==> src/hw/rtl/redl_pkg.sv <==
package redl_pkg;

   typedef struct packed {
      logic a_level;
      logic b_level;
      logic switch_level;
      logic read_rotation;
      logic read_press;
   } req_word_type;

   typedef struct packed {
      logic signed [1:0] direction;
      logic              pressed;
      logic              locked_out;
   } rsp_word_type;

   localparam logic [1:0] DIR_NONE  = 2'b00;
   localparam logic [1:0] DIR_PLUS  = 2'b01;
   localparam logic [1:0] DIR_MINUS = 2'b11;

   localparam logic [1:0] LINES_BOTH_LOW = 2'b00;
   localparam logic [1:0] LINES_B_HIGH   = 2'b01;
   localparam logic [1:0] LINES_A_HIGH   = 2'b10;

   localparam int unsigned DEBOUNCE_W = 16;
   localparam logic [DEBOUNCE_W-1:0] DEBOUNCE_RESET = 16'd120;

endpackage

==> src/hw/rtl/redl_tick.sv <==
module redl_tick (
   input  logic                                   clock,
   input  logic                                   reset,
   input  logic                                   fire,
   input  redl_pkg::req_word_type                 word,
   input  logic                                   csr_write,
   input  logic [redl_pkg::DEBOUNCE_W-1:0]        csr_data,
   output redl_pkg::rsp_word_type                 result
);
   import redl_pkg::*;

   logic [DEBOUNCE_W-1:0] debounce_ff;
   logic                  prev_a_ff, prev_b_ff, prev_sw_ff;
   logic                  a_mark_ff, b_mark_ff;
   logic [1:0]            dir_ff;
   logic                  press_ff;
   logic [DEBOUNCE_W-1:0] count_ff;

   logic                  a_mark_in, b_mark_in;
   logic [1:0]            dir_in;
   logic                  press_in;
   logic [DEBOUNCE_W-1:0] count_in;

   logic                  a_fall, b_fall, sw_fall, lock;
   logic [1:0]            lines, dir_new;
   logic                  press_new;

   always_comb begin
      lines     = {word.a_level, word.b_level};
      a_fall    = prev_a_ff & ~word.a_level;
      b_fall    = prev_b_ff & ~word.b_level;
      sw_fall   = prev_sw_ff & ~word.switch_level;
      a_mark_in = a_mark_ff;
      b_mark_in = b_mark_ff;
      dir_new   = dir_ff;
      press_new = press_ff;
      count_in  = count_ff;
      lock      = count_ff != '0;
      if (lock) begin
         count_in = count_ff - 1'b1;
      end else begin
         if (a_fall) begin
            if (!b_mark_in && lines == LINES_BOTH_LOW) begin
               a_mark_in = 1'b1;
            end else if (lines == LINES_B_HIGH) begin
               b_mark_in = 1'b0;
               dir_new   = DIR_MINUS;
               count_in  = debounce_ff;
               lock      = debounce_ff != '0;
            end
         end
         if (!lock && b_fall) begin
            if (!a_mark_in && lines == LINES_BOTH_LOW) begin
               b_mark_in = 1'b1;
            end else if (lines == LINES_A_HIGH) begin
               a_mark_in = 1'b0;
               dir_new   = DIR_PLUS;
               count_in  = debounce_ff;
               lock      = debounce_ff != '0;
            end
         end
         if (!lock && sw_fall) begin
            press_new = 1'b1;
         end
      end
      result.direction  = dir_new;
      result.pressed    = press_new;
      result.locked_out = count_in != '0;
      dir_in   = word.read_rotation ? DIR_NONE : dir_new;
      press_in = word.read_press ? 1'b0 : press_new;
   end

   always_ff @(posedge clock) begin
      if (reset) begin
         debounce_ff <= DEBOUNCE_RESET;
      end else if (csr_write) begin
         debounce_ff <= csr_data;
      end
   end

   always_ff @(posedge clock) begin
      if (reset) begin
         prev_a_ff  <= 1'b1;
         prev_b_ff  <= 1'b1;
         prev_sw_ff <= 1'b1;
         a_mark_ff  <= 1'b0;
         b_mark_ff  <= 1'b0;
         dir_ff     <= DIR_NONE;
         press_ff   <= 1'b0;
         count_ff   <= '0;
      end else if (fire) begin
         prev_a_ff  <= word.a_level;
         prev_b_ff  <= word.b_level;
         prev_sw_ff <= word.switch_level;
         a_mark_ff  <= a_mark_in;
         b_mark_ff  <= b_mark_in;
         dir_ff     <= dir_in;
         press_ff   <= press_in;
         count_ff   <= count_in;
      end
   end

`ifndef SYNTHESIS
   a_count_down: assert property (@(posedge clock) disable iff (reset)
      fire && count_ff != '0 |=> count_ff == $past(count_ff) - 1'b1)
      else $error("lockout count did not step down");

   a_count_hold: assert property (@(posedge clock) disable iff (reset)
      !fire |=> $stable(count_ff) && $stable(dir_ff) && $stable(press_ff))
      else $error("state changed without a word");

   a_press_locked: assert property (@(posedge clock) disable iff (reset)
      fire && count_ff != '0 && !word.read_press |=> press_ff == $past(press_ff))
      else $error("press latched during lockout");

   a_dir_code: assert property (@(posedge clock) disable iff (reset)
      dir_ff == DIR_NONE || dir_ff == DIR_PLUS || dir_ff == DIR_MINUS)
      else $error("bad direction code");
`endif

endmodule

==> src/hw/rtl/rotary_encoder_direction_latch.sv <==
// Rotary encoder direction latch.
// req channel: one sample word per tick with lines A, B, the push switch and
// the two read strobes. rsp channel: one word per sample with the latched
// direction (-1, 0, +1), the press flag and the lockout status.
// csr channel: write of the 16-bit debounce tick count; always ready. The
// user is to write it only while no sample is in flight; the block itself
// does not enforce this. Reset value is 120. Pipeline: an accepted sample
// sits in the input register, is evaluated against the encoder state as it
// leaves and goes into the result register; two register stages in all.
// Throughput: one sample per cycle while rsp is not held; the single
// evaluation stage updates state and result register together.
// Reset: lines taken as high, marks, latches and lockout cleared, both
// stages empty.
// Stall: while rsp is held, the result stays and the input register
// still fills; req_ready drops only once both stages are full.
module rotary_encoder_direction_latch (
   input  logic                            clock,
   input  logic                            reset,
   input  logic                            req_valid,
   output logic                            req_ready,
   input  redl_pkg::req_word_type          req_word,
   output logic                            rsp_valid,
   input  logic                            rsp_ready,
   output redl_pkg::rsp_word_type          rsp_word,
   input  logic                            csr_valid,
   output logic                            csr_ready,
   input  logic [redl_pkg::DEBOUNCE_W-1:0] csr_data
);
   import redl_pkg::*;

   logic         s1_valid_ff, s1_valid_in;
   req_word_type s1_word_ff;
   logic         rsp_valid_ff, rsp_valid_in;
   rsp_word_type rsp_word_ff;
   rsp_word_type result;
   logic         advance, take;

   assign advance      = s1_valid_ff && (!rsp_valid_ff || rsp_ready);
   assign req_ready    = !s1_valid_ff || advance;
   assign take         = req_valid && req_ready;
   assign s1_valid_in  = take || (s1_valid_ff && !advance);
   assign rsp_valid_in = advance || (rsp_valid_ff && !rsp_ready);
   assign rsp_valid    = rsp_valid_ff;
   assign rsp_word     = rsp_word_ff;
   assign csr_ready    = 1'b1;

   redl_tick u_tick (
      .clock     (clock),
      .reset     (reset),
      .fire      (advance),
      .word      (s1_word_ff),
      .csr_write (csr_valid),
      .csr_data  (csr_data),
      .result    (result)
   );

   always_ff @(posedge clock) begin
      if (reset) begin
         s1_valid_ff  <= 1'b0;
         rsp_valid_ff <= 1'b0;
      end else begin
         s1_valid_ff  <= s1_valid_in;
         rsp_valid_ff <= rsp_valid_in;
      end
   end

   always_ff @(posedge clock) begin
      if (take) begin
         s1_word_ff <= req_word;
      end
      if (advance) begin
         rsp_word_ff <= result;
      end
   end

endmodule

==> config.mk <==
export PLATFORM = sky130hd
export DESIGN_NAME = rotary_encoder_direction_latch
export DESIGN_NICKNAME = d
export VERILOG_FILES = /design/src/hw/rtl/redl_pkg.sv /design/src/hw/rtl/redl_tick.sv /design/src/hw/rtl/rotary_encoder_direction_latch.sv
export SDC_FILE = /design/constraint.sdc
export NUM_CORES = 1
export LEC_CHECK = 0
export BUFFER_PORTS_ARGS = -buffer_cell sky130_fd_sc_hd__buf_4
export CORE_MARGIN = 4
export CORE_UTILIZATION = 57
export CTS_CLUSTER_SIZE = 10
export DETAILED_ROUTE_END_ITERATION = 8
export PLACE_DENSITY = 0.75
export SLEW_MARGIN = 20
export SYNTH_ARGS = -nofsm -noshare
export SYNTH_HDL_FRONTEND = slang
export SYNTH_HIERARCHICAL = 1
export SYNTH_SLANG_ARGS = --single-unit
==> constraint.sdc <==
create_clock -name clock -period 3.46 [get_ports clock]
set_clock_uncertainty 0.15 [all_clocks]
set_input_delay 0.173 -clock clock [delete_from_list [all_inputs] [get_ports clock]]
set_output_delay 0.173 -clock clock [all_outputs]
set_load 0.02 [all_outputs]
* After elaboration in Yosys (flattened, before gate mapping)
Index checks and enable logic that the tools add are counted.
Storage, ports and cells: output and inout bits 7, bits in registers 51, word-level logic and storage cells 91, input bits 26
Operators by class: bitwise gates (word level) 7, reductions and logical operators 25, equality and inequality tests 2, $add $sub $neg 1, mux-type cells 37
Operators by type and width (count):
- $mux 16 | 7
- $reduce_bool 16->1 | 3
- $mux 1 | 22
- $mux 2 | 8
- $sub 16x1->16 const B | 1
- $logic_and 1x1->1 | 8
- $logic_not 1->1 | 8
- $logic_or 1x1->1 | 4
- $not 1->1 | 4
- $and 1x1->1 | 3
- $eq 2x1->1 const B | 1
- $eq 2x2->1 const B | 1
- $logic_not 2->1 | 1
- $reduce_and 2->1 | 1

* Longest topological paths before layout
Gate-level depths: netlist of run 1.
depth after elaboration 15, mapped depth 11, gate-level depth less buffers 8

* By module
The synthesis of run 1 kept the hierarchy.
Modules (own cells, without submodules):
- redl_tick | times used 1, area each 2237.1 um^2, sequential area each 760.7 um^2, cells an instance 260
- rotary_encoder_direction_latch | times used 1, area each 385.4 um^2, sequential area each 310.3 um^2, cells an instance 21

* Worst setup path before layout of run 1
OpenSTA, ideal clock, no wires.
kind register -> register, from register u_tick.count_ff[0], to register rsp_word_ff, in the netlist rsp_word[0] (data pin), stages on the path, launching flop included 12, path slack 904 ps, clock period less this slack 2556 ps, arrival time 2134 ps, path buffers 3, data required time 3037 ps, library setup time 273 ps, path through dfxtp_1 > clkbuf_1 > inv_1 > ha_1 > nor3b_2 > and4_1 > buf_6 > buf_12 > a311oi_1 > a221oi_1 > nor4_1 > nand4_1
RTL lines:
- start, declared | RTL line redl_tick.sv:17 | logic [DEBOUNCE_W-1:0] count_ff;
- start signal, assigned | RTL line redl_tick.sv:99 | count_ff <= count_in;
- end signal, assigned | RTL line rotary_encoder_direction_latch.sv:72 | rsp_word_ff <= result;
- end, declared | RTL line rotary_encoder_direction_latch.sv:34 | rsp_word_type rsp_word_ff;

==> results_dict.tcl, run 1 <==
set metrics [dict create \
    status "finished, final reports clean" \
    finalSetupTns_ns 0 \
    fin_ws_ns 0.400 \
    rsz0062_at_grt "false" \
    yosys.area.top_type "dfxtp_1" \
    die_w_um 75.8 \
    crit_path_top_delay_cell "nor3_2" \
    drv_cap 0 \
    drive_above_1_share_pct 17.3 \
    setup.worst_path.end_class "flip-flop" \
    grt_remaining_overflow 0 \
    grt_pass1_vias 2139 \
    crit_chain "inv_1, ha_1, nor3b_2, nand4_2, nor3_2, a221oi_1, nor4_1, nand4_1" \
    initial_core_util_pct 59.4 \
    clockBufferDepth 2 \
    fmax_mhz 327 \
    crit_type "reg -> reg" \
    yosysSeqAreaShare_pct 40.8 \
    power.total_w 0.00240 \
    grtUsageTotal_pct 24.1 \
    dpl_worst_slack_ns 0.510 \
    grt_max_degree 35 \
    yosysTopAreaCellShare_pct 30.5 \
    synth_area_leaders "dfxtp_1 (31%), mux2i_1 (11%), edfxtp_1 (10%), nor2_1 (4.9%), a21oi_1 (2.9%)" \
    drc 0 \
    gp_congestion 0.907 \
    drt_iter0_markers 288 \
    cts_buffers 5 \
    clkLatencyLatePin_ns 0.30 \
    diodes 0 \
    cts_tree "built" \
    crit_fanout 12 \
    ant_nets 0 \
    layout.nets 349 \
    routed_via_density 6.25 \
    period_share_pct 88.4 \
    tightest_slew_ns 0.799 \
    whs_ns 0.0222 \
    finalSetupViolCount 0 \
    multiInputGateArea_um2 1390 \
    grt_pass1_wl_mm 10.4 \
    synth.mux.area_fraction_pct 11.1 \
    worst-path-buf-inv 1 \
    min_path_type "in -> reg" \
    yosysWarnings 6 \
    power.density_nw_per_um2 768 \
    rows 24 \
    io_pins 33 \
    syn_area_um2 2620 \
    finalHoldViolations 0 \
    ys_ff_latch 49 \
    ir_worst_vdd_uv 436 \
    core_um2 4410 \
    dp_hpwl_mm 4.36 \
    min_period_ns 3.06 \
    required_ns 3.35 \
    numPortBuffers 31 \
    worstPathArrival_ns 2.95 \
    dr_total_vias 2345 \
    slew-limit-headroom_pct 46.7 \
    start_kind "flip-flop" \
    cts.sinks 49 \
    antenna_found_initial 0 \
    drt-total-wl_mm 6.45 \
    wire_per_inst_um 17.2 \
    synthXorXnorAreaFrac_pct 0.668 \
    die_area_um2 5750 \
    synth_top_family_by_area "simple AND/OR/NAND/NOR gates" \
    p_leak_nw 1.29 \
    synth_area_per_cell_um2 9.33 \
    synth_cell_types 61 \
    die_h_um 75.8 \
    synth_ff_type "dfxtp_1" \
    fill_cells 340 \
    syn-num-nets 308 \
    dr.pass1.iters 5 \
    root_buffer "clkbuf_8" \
    cts_resized 0 \
    cpPeakStageDelay_ns 0.45 \
    netlist_instances 281 \
    slew_viol_final 0 \
    synthArstFlopShare_pct 0 \
    crit_family "simple AND/OR/NAND/NOR gates" \
    synth-simple-area-share_pct 23.5 \
    seqCellArea_um2 1070 \
    synthAdderAreaFrac_pct 0.477 \
    htreeDepth 2 \
    synth_edf_count 9 \
    path_clk_slew_ns 0.09 \
    syn_to_final_growth_pct 18.9 \
    synth_compound_area_share_pct 17.1 \
]
[cell usage after synthesis, types with 4 or more instances]
master,n
dfxtp_1,40
nor2_1,34
mux2i_1,29
nand2_1,17
a21oi_1,15
inv_1,12
clkbuf_1,11
o21ai_0,10
edfxtp_1,9
nor4_1,8
a211oi_1,7
nand3b_1,5
nor3_1,5
a221oi_1,4
buf_4,4
nand4_1,4
[worst register-to-register path, cell delays in order (launching register included)]
cell	delay, ns
dfxtp_1	0.39
inv_1	0.12
ha_1	0.20
nor3b_2	0.37
nand4_2	0.42
nor3_2	0.45
a221oi_1	0.19
nor4_1	0.37
nand4_1	0.13
[repair_timing]
item | CTS | global route
hold endpoints to repair | 22 | 0
setup buffers | 0 | 0
hold buffers | 22 | 0
[state kept, by name, summed over array words and instances, names as in the netlist]
register / flops
u_tick/prev_b_ff: 1
u_tick/prev_sw_ff: 1
s1_valid_ff: 1
s1_word_ff: 5
u_tick/prev_a_ff: 1
u_tick/debounce_ff: 16
u_tick/press_ff: 1
rsp_word: 4
u_tick/count_ff: 16
u_tick/dir_ff: 2
rsp_valid: 1
[layout by cell type (no fill, tap or decap), drive strengths merged, types with 3 or more instances in the layout]
cell type / synthesis / layout
a221oi: 4 / 4
buf: 9 / 32
nand3: 4 / 4
a311o: 3 / 3
nand2: 18 / 18
nor2: 35 / 35
inv: 12 / 12
nand2b: 3 / 3
a21oi: 16 / 16
a2bb2oi: 3 / 3
nor3: 9 / 9
nand3b: 6 / 6
a211oi: 7 / 7
nor4: 9 / 9
o21ai: 10 / 10
edfxtp: 9 / 9
clkbuf: 11 / 5
clkinv: 0 / 3
and2: 4 / 4
nor3b: 3 / 3
nand4: 5 / 5
dfxtp: 40 / 40
mux2i: 29 / 29
dlygate4sd3: 0 / 22
[area by class of cell]
type / count / area share, %
Clock buffer: 5 / 2.21
Clock inverter: 3 / 0.562
Inverter: 12 / 1.44
Multi-Input combinational cell: 200 / 44.6
Sequential cell: 49 / 34.4
Tap cell: 52 / 2.09
Timing Repair Buffer: 54 / 14.8
[per-layer routing]
metal	GRT usage, %	vias up	routed length, um
li1	-	1109	-
met1	32.6	1084	2790
met2	38.5	137	3030
met3	4.62	15	505
met4	8.35	0	123
met5	0	-	0
[through the flow]
stage | util [%] | std cells | instance area (um^2)
after global routing | 70.6 | 375 | 3120
after detailed placement | 63.7 | 345 | 2810
final | 70.6 | 375 | 3120
after floorplan | - | 281 | 2620
after global placement | 63.7 | 345 | 2810
after CTS | 70.6 | 375 | 3120
[cells by family (layout without fill, tap and decap cells)]
family	after synthesis	count (layout)
buffers and inverters	32	74
adder cells (fa/ha/maj)	1	1
AO/OA/AOI/OAI	62	62
other	1	1
multiplexers	29	29
XOR/XNOR	2	2
flip-flops	49	49
AND/OR/NAND/NOR	105	105
[final timing paths]
path | slack [ns] | cells past startpoint | endpoint | from
worst min-delay path | 0.02 | 3 | s1_valid_ff | rsp_ready
worst min register to register | 0.31 | 1 | u_tick/dir_ff[0] | s1_word_ff[1]
worst max register to register | 0.40 | 8 | rsp_word[0] | u_tick/count_ff[0]
worst max-delay path | 0.40 | 8 | rsp_word[0] | u_tick/count_ff[0]
[report_power, final]
part / internal, W / switching, W
clock network: 0.000140 / 0.000192
registers: 0.000659 / 0.000105
logic: 0.000527 / 0.000771
total: 0.00133 / 0.00107
(Power assumes the default switching activity.)
==> inputs of run 2 (changes only) <==
CAP_MARGIN = 20   (was unset)
CORE_UTILIZATION = 62   (was 57)
PLACE_DENSITY = 0.81   (was 0.75)
SLEW_MARGIN = 0   (was 20)
clock period = 3.8 ns   (was 3.46 ns; I/O delays follow)
==> run 2 against run 1 <==
Compared with the run above: sequential cell count is the same; global-route usage is 4.7 points higher; sequential share of layout area rose by 0.14 points; clock power fell by 6.9%; cell count is 0.80% lower; largest cell class unchanged; die area is 7.2% lower; first-iteration DRC count up 12%; non-clock buffer count decreased by 1; setup slack improved by 0.47 ns; via count increased by 2.6%; maximum frequency up 4.5%; power is 8.6% lower.
==> results_dict.tcl, run 2 (synthesis gave the netlist of run 1 again) <==
set metrics [dict create \
    final_cell_area_um2 3110 \
    p_leak_nw 1.28 \
    crit_family "simple AND/OR/NAND/NOR gates" \
    layout.nets 348 \
    place_inst 343 \
    critPathCapture "rsp_word[0]" \
    grt_pass1_wl_mm 11.9 \
    htreeDepth 2 \
    finalSetupViolCount 0 \
    diodes 0 \
    grt_pass1_vias 2406 \
    drive_above_1_share_pct 17.4 \
    wl_met2_mm 3.47 \
    routed_via_density 6.47 \
    worstSetupPathDepth 8 \
    dr_total_vias 2406 \
    power.density_nw_per_um2 705 \
    drc 0 \
    met1_length_mm 2.93 \
    cts_tree "built" \
    grt_remaining_overflow 0 \
    drv_cap 0 \
    cpPeakStageDelay_ns 0.67 \
    worstPathArrival_ns 2.83 \
    die_w_um 73.0 \
    slew_viol_final 0 \
    rows 23 \
    rsz0062_at_grt "false" \
    crit_start "u_tick/count_ff[0]" \
    min_period_ns 2.93 \
    dr.pass1.iters 5 \
    finalSetupTns_ns 0 \
    gp_congestion 0.970 \
    post_dp_cell_area_um2 2810 \
    met3WireLength_um 555 \
    ant_nets 0 \
    ir_worst_vdd_uv 395 \
    io_pins 33 \
    layout_commonest_cell "dfxtp_1" \
    clockBufferDepth 2 \
    drt-total-wl_mm 7.12 \
    core_um2 4060 \
    top_regs "u_tick/count_ff x16, u_tick/debounce_ff x16, s1_word_ff x5" \
    syn_to_final_growth_pct 18.4 \
    crit_chain "inv_1, ha_1, nor3b_2, and4_1, a31o_2, a221oi_1, nor4_1, nand4_1" \
    cts_resized 0 \
    initial_core_util_pct 64.6 \
    reg2regPathDepth 8 \
    cts_buffers 5 \
    setup.worst_path.end_class "flip-flop" \
    die_area_um2 5330 \
    power.total_w 0.00219 \
    path_clk_slew_ns 0.09 \
    worst-path-buf-inv 1 \
    root_buffer "clkbuf_8" \
    drt_iter0_markers 323 \
    wire_per_inst_um 19.1 \
    dp_hpwl_mm 4.48 \
    clkLatencyLatePin_ns 0.31 \
    status "finished, final reports clean" \
    die_h_um 73.0 \
    layout.cells.non_filler 372 \
    numPortBuffers 31 \
    crit_path_top_delay_cell "and4_1" \
    finalHoldViolations 0 \
    tightest_slew_ns 0.793 \
    min_path_type "in -> reg" \
    crit_type "reg -> reg" \
    r2r-start "u_tick/count_ff[0]" \
    r2r_slack_ns 0.87 \
    start_kind "flip-flop" \
    slew-limit-headroom_pct 47.1 \
    required_ns 3.70 \
    antenna_found_initial 0 \
    top_layer "met4" \
    grtUsageTotal_pct 28.8 \
    crit_fanout 14 \
    layout_common_cells "dfxtp_1 (40), nor2_1 (34), buf_4 (32)" \
    r2r_end "rsp_word[0]" \
    period_share_pct 77.1 \
    cts.sinks 49 \
    grt_max_degree 35 \
    fmax_mhz 341 \
]
## run 2: cell count changes in the layout (fill, tap and decap cells not counted)
cell / before / now
clkbuf_1: 0 / 1
clkinv_1: 1 / 0
clkinv_4: 1 / 0
dlygate4sd3_1: 22 / 21
inv_6: 0 / 1
## run 2: final cells by class
cell class | instances | area (um^2)
flip-flops and latches | 49 | 1070
multi-input cells | 200 | 1390
clock buffers | 6 | 72.6
inverters | 12 | 45.0
repair buffers | 53 | 450
fillers | 263 | 952
well taps | 50 | 62.6
clock inverters | 2 | 13.8
## run 2: tightest hold or removal path, delay by kind of cell
kind / cells / cell delay [ns]
AND/OR/NAND/NOR: 1 / 0.08
buffers and inverters: 1 / 0.09
multiplexers: 1 / 0.07
## run 2: routing by layer
layer  vias to the layer above  GRT usage [%]
met5                         -              0
met4                         0           12.5
met3                        21           6.20
met2                       130           47.9
met1                      1151           35.8
li1                       1104              -
## run 2: how the worst min path moves through the flow
| stage | startpoint | end | slack (ns) | depth (start not counted) |
|---|---|---|---|---|
| floorplan | reset | s1_valid_ff | 0.10 | 1 |
| global placement | req_word[0] | s1_word_ff[0] | 0.22 | 1 |
| detailed placement | req_word[0] | s1_word_ff[0] | 0.22 | 1 |
| CTS | csr_data[8] | u_tick/debounce_ff[8] | 0.002 | 3 |
| global route | csr_data[8] | u_tick/debounce_ff[8] | 0.03 | 3 |
| finish | csr_data[8] | u_tick/debounce_ff[8] | 0.008 | 3 |
## run 2: where the power goes
| part | internal (W) | total [W] | switching [W] |
|---|---|---|---|
| logic | 0.000479 | 0.00118 | 0.000702 |
| clock network | 0.000131 | 0.000309 | 0.000178 |
| registers | 0.000600 | 0.000699 | 0.0000986 |
| total | 0.00121 | 0.00219 | 0.000979 |
## run 2: what timing repair did
item	4_1_cts	5_1_grt
hold buffers	21	0
buffers inserted	0	0
endpoints found under the hold margin	21	0
## run 2: stage by stage
stage	setup slack (ns)	hold slack, ns	util, %
6_report	0.872	0.00801	76.5
3_5_place_dp	0.930	0.219	69.2
2_1_floorplan	1.24	0.102	-
3_3_place_gp	1.00	0.218	69.2
4_1_cts	0.894	0.00154	76.5
5_1_grt	0.636	0.0260	76.5
==> inputs of run 3 (changes only) <==
ABC_AREA = 1   (was unset)
CORE_UTILIZATION = 58   (was 62)
PLACE_DENSITY = 0.76   (was 0.81)
clock period = 2.89 ns   (was 3.8 ns; I/O delays follow)
==> run 3 against run 2 <==
Compared with the run above: critical path depth increased by 3; largest power group is now registers; setup slack got worse by 0.14 ns; combinational power decreased by 60%; power decreased by 21%; largest cell class unchanged; critical path type unchanged; synthesized cell count increased by 44%; hold slack got worse by 0.0059 ns.
==> results_dict.tcl, run 3 <==
set metrics [dict create \
    path_clk_slew_ns 0.09 \
    post-cts-setup-buffers 0 \
    yosysSeqAreaShare_pct 38.9 \
    ant_nets 0 \
    antenna_found_initial 0 \
    dr_total_vias 2668 \
    crit_path_frequent_cell "nor2_1" \
    cts_tree "built" \
    drt-total-wl_mm 6.84 \
    min_period_ns 2.16 \
    whs_ns 0.00213 \
    rows 24 \
    clockBufferDepth 2 \
    required_ns 2.79 \
    initial_core_util_pct 61.5 \
    synthMostInstantiatedCell "nand2_1" \
    root_buffer "clkbuf_8" \
    finalSetupViolCount 0 \
    dr.pass1.iters 5 \
    p_leak_nw 1.63 \
    syn-num-nets 433 \
    status "finished, final reports clean" \
    min_path_type "in -> reg" \
    syn_area_um2 2750 \
    layout_common_cells "nand2_1 (99), inv_1 (53), nor2_1 (49)" \
    clkLatencyLatePin_ns 0.29 \
    start_kind "flip-flop" \
    crit_path_top_delay_cell "dfxtp_1" \
    ir_worst_vdd_uv 337 \
    routed_via_density 5.26 \
    finalHoldViolations 0 \
    syn_to_final_growth_pct 20.0 \
    cts_resized 0 \
    setup.worst_path.end_class "flip-flop" \
    grt_pass1_vias 2571 \
    drc 0 \
    synthArstFlopShare_pct 0 \
    top_regs "u_tick/count_ff x16, u_tick/debounce_ff x16, s1_word_ff x5" \
    crit_type "reg -> reg" \
    dp_hpwl_mm 4.66 \
    finalSetupTns_ns 0 \
    cts_hold_buf 23 \
    crit_family "simple AND/OR/NAND/NOR gates" \
    fill_cells 354 \
    layout.nets 481 \
    synth_area_leaders "dfxtp_1 (29%), nand2_1 (14%), edfxtp_1 (9.8%), o21ai_0 (7.8%), inv_1 (7.2%)" \
    htreeDepth 2 \
    crit_chain "inv_1, ha_1, nand2_2, nor2_4, nand2_4, inv_6, o21ai_2, nor2_1, nand2_1, nor2_1, nand3_1" \
    drive_above_1_share_pct 13.8 \
    synth_cell_types 34 \
    gp_congestion 0.882 \
    rsz0062_at_grt "false" \
    diodes 0 \
    drv_cap 0 \
    synth_edf_count 9 \
    cpPeakStageDelay_ns 0.32 \
    drt_iter0_markers 159 \
    grt_max_degree 37 \
    fmax_mhz 464 \
    netlist_instances 406 \
    cts.sinks 49 \
    layout_commonest_cell "nand2_1" \
    slew_viol_final 0 \
    yosysTopAreaCellShare_pct 29.1 \
    wire_per_inst_um 13.5 \
    synth_area_per_cell_um2 6.77 \
    cts_buffers 5 \
    die_h_um 76.9 \
    die_area_um2 5910 \
    grtUsageTotal_pct 23.8 \
    core_um2 4470 \
    power.density_nw_per_um2 525 \
    worst-path-buf-inv 2 \
    io_pins 33 \
    synth_commonest_cells "nand2_1 (99), inv_1 (53), nor2_1 (49)" \
    grt_remaining_overflow 0 \
    die_w_um 76.9 \
    ys_ff_latch 49 \
    yosysWarnings 6 \
    synth_ff_type "dfxtp_1" \
    yosys.area.top_type "dfxtp_1" \
    crit_fanout 18 \
    grt_pass1_wl_mm 11.6 \
    period_share_pct 74.6 \
    numPortBuffers 31 \
    worstPathArrival_ns 2.06 \
]
## run 3: changes by cell type after synthesis, sizes merged, moves of 10 or more
cell / change
nand2: +85
inv: +45
o21ai: +45
mux2i: -29
nand3: +22
nor2: +20
a21oi: +10
## run 3: final timing paths
kind | start | endpoint | slack [ns] | cells after the start
hold reg to reg | u_tick/dir_ff[1] | u_tick/dir_ff[1] | 0.34 | 2
setup / recovery | u_tick/count_ff[0] | rsp_word[0] | 0.73 | 11
setup reg to reg | u_tick/count_ff[0] | rsp_word[0] | 0.73 | 11
hold / removal | csr_data[11] | u_tick/debounce_ff[11] | 0.002 | 3
## run 3: final cells by class
class	count	area (um^2)	share of cell area (%)
clock buffers	5	68.8	2.09
clock inverters	3	41.3	1.25
inverters	58	223	6.75
multi-input cells	284	1350	41.0
flip-flops and latches	49	1070	32.5
well taps	52	65.1	1.97
repair buffers	56	478	14.5
## run 3: power breakdown
part | switching, W | leakage (nW) | internal [W]
clock | 0.000226 | 0.0518 | 0.000255
combinational | 0.000294 | 1.16 | 0.000176
sequential | 0.0000388 | 0.416 | 0.000741
total | 0.000559 | 1.63 | 0.00117
## run 3: worst min-delay path, stage by stage
cell and delay [ns]:
buf_4 0.07, o21ai_0 0.08, a21oi_1 0.11
## run 3: metal layers
layer | vias to the layer above | routed length (um) | global-route usage [%]
met3 | 6 | 341 | 4.22
met5 | - | 0 | 0
li1 | 1389 | - | -
met1 | 1197 | 3160 | 31.0
met4 | 0 | 44 | 4.53
met2 | 76 | 3290 | 41.3
## run 3: logic make-up (layout without fill, tap and decap cells)
| kind of cell | count (synthesis) | count (layout) | share of synthesized area [%] |
|---|---|---|---|
| AO/OA/AOI/OAI | 86 | 86 | 16.8 |
| XOR/XNOR | 5 | 5 | 1.59 |
| adder cells (fa/ha/maj) | 1 | 1 | 0.455 |
| other | 1 | 1 | 0.136 |
| AND/OR/NAND/NOR | 191 | 191 | 30.2 |
| buffers and inverters | 73 | 122 | 11.9 |
| flip-flops | 49 | 49 | 38.9 |
## run 3: through the flow
stage               instances  util (%)  total power [W]  worst slack, ns  cell area [um^2]
global placement          476      66.1          0.00122            0.778              2960
CTS                       507      73.7          0.00173            0.732              3300
finish                    507      73.7          0.00173            0.735              3300
global route              507      73.7          0.00184            0.538              3300
floorplan                 406         -          0.00113            0.988              2750
detailed placement        476      66.1          0.00123            0.746              2960
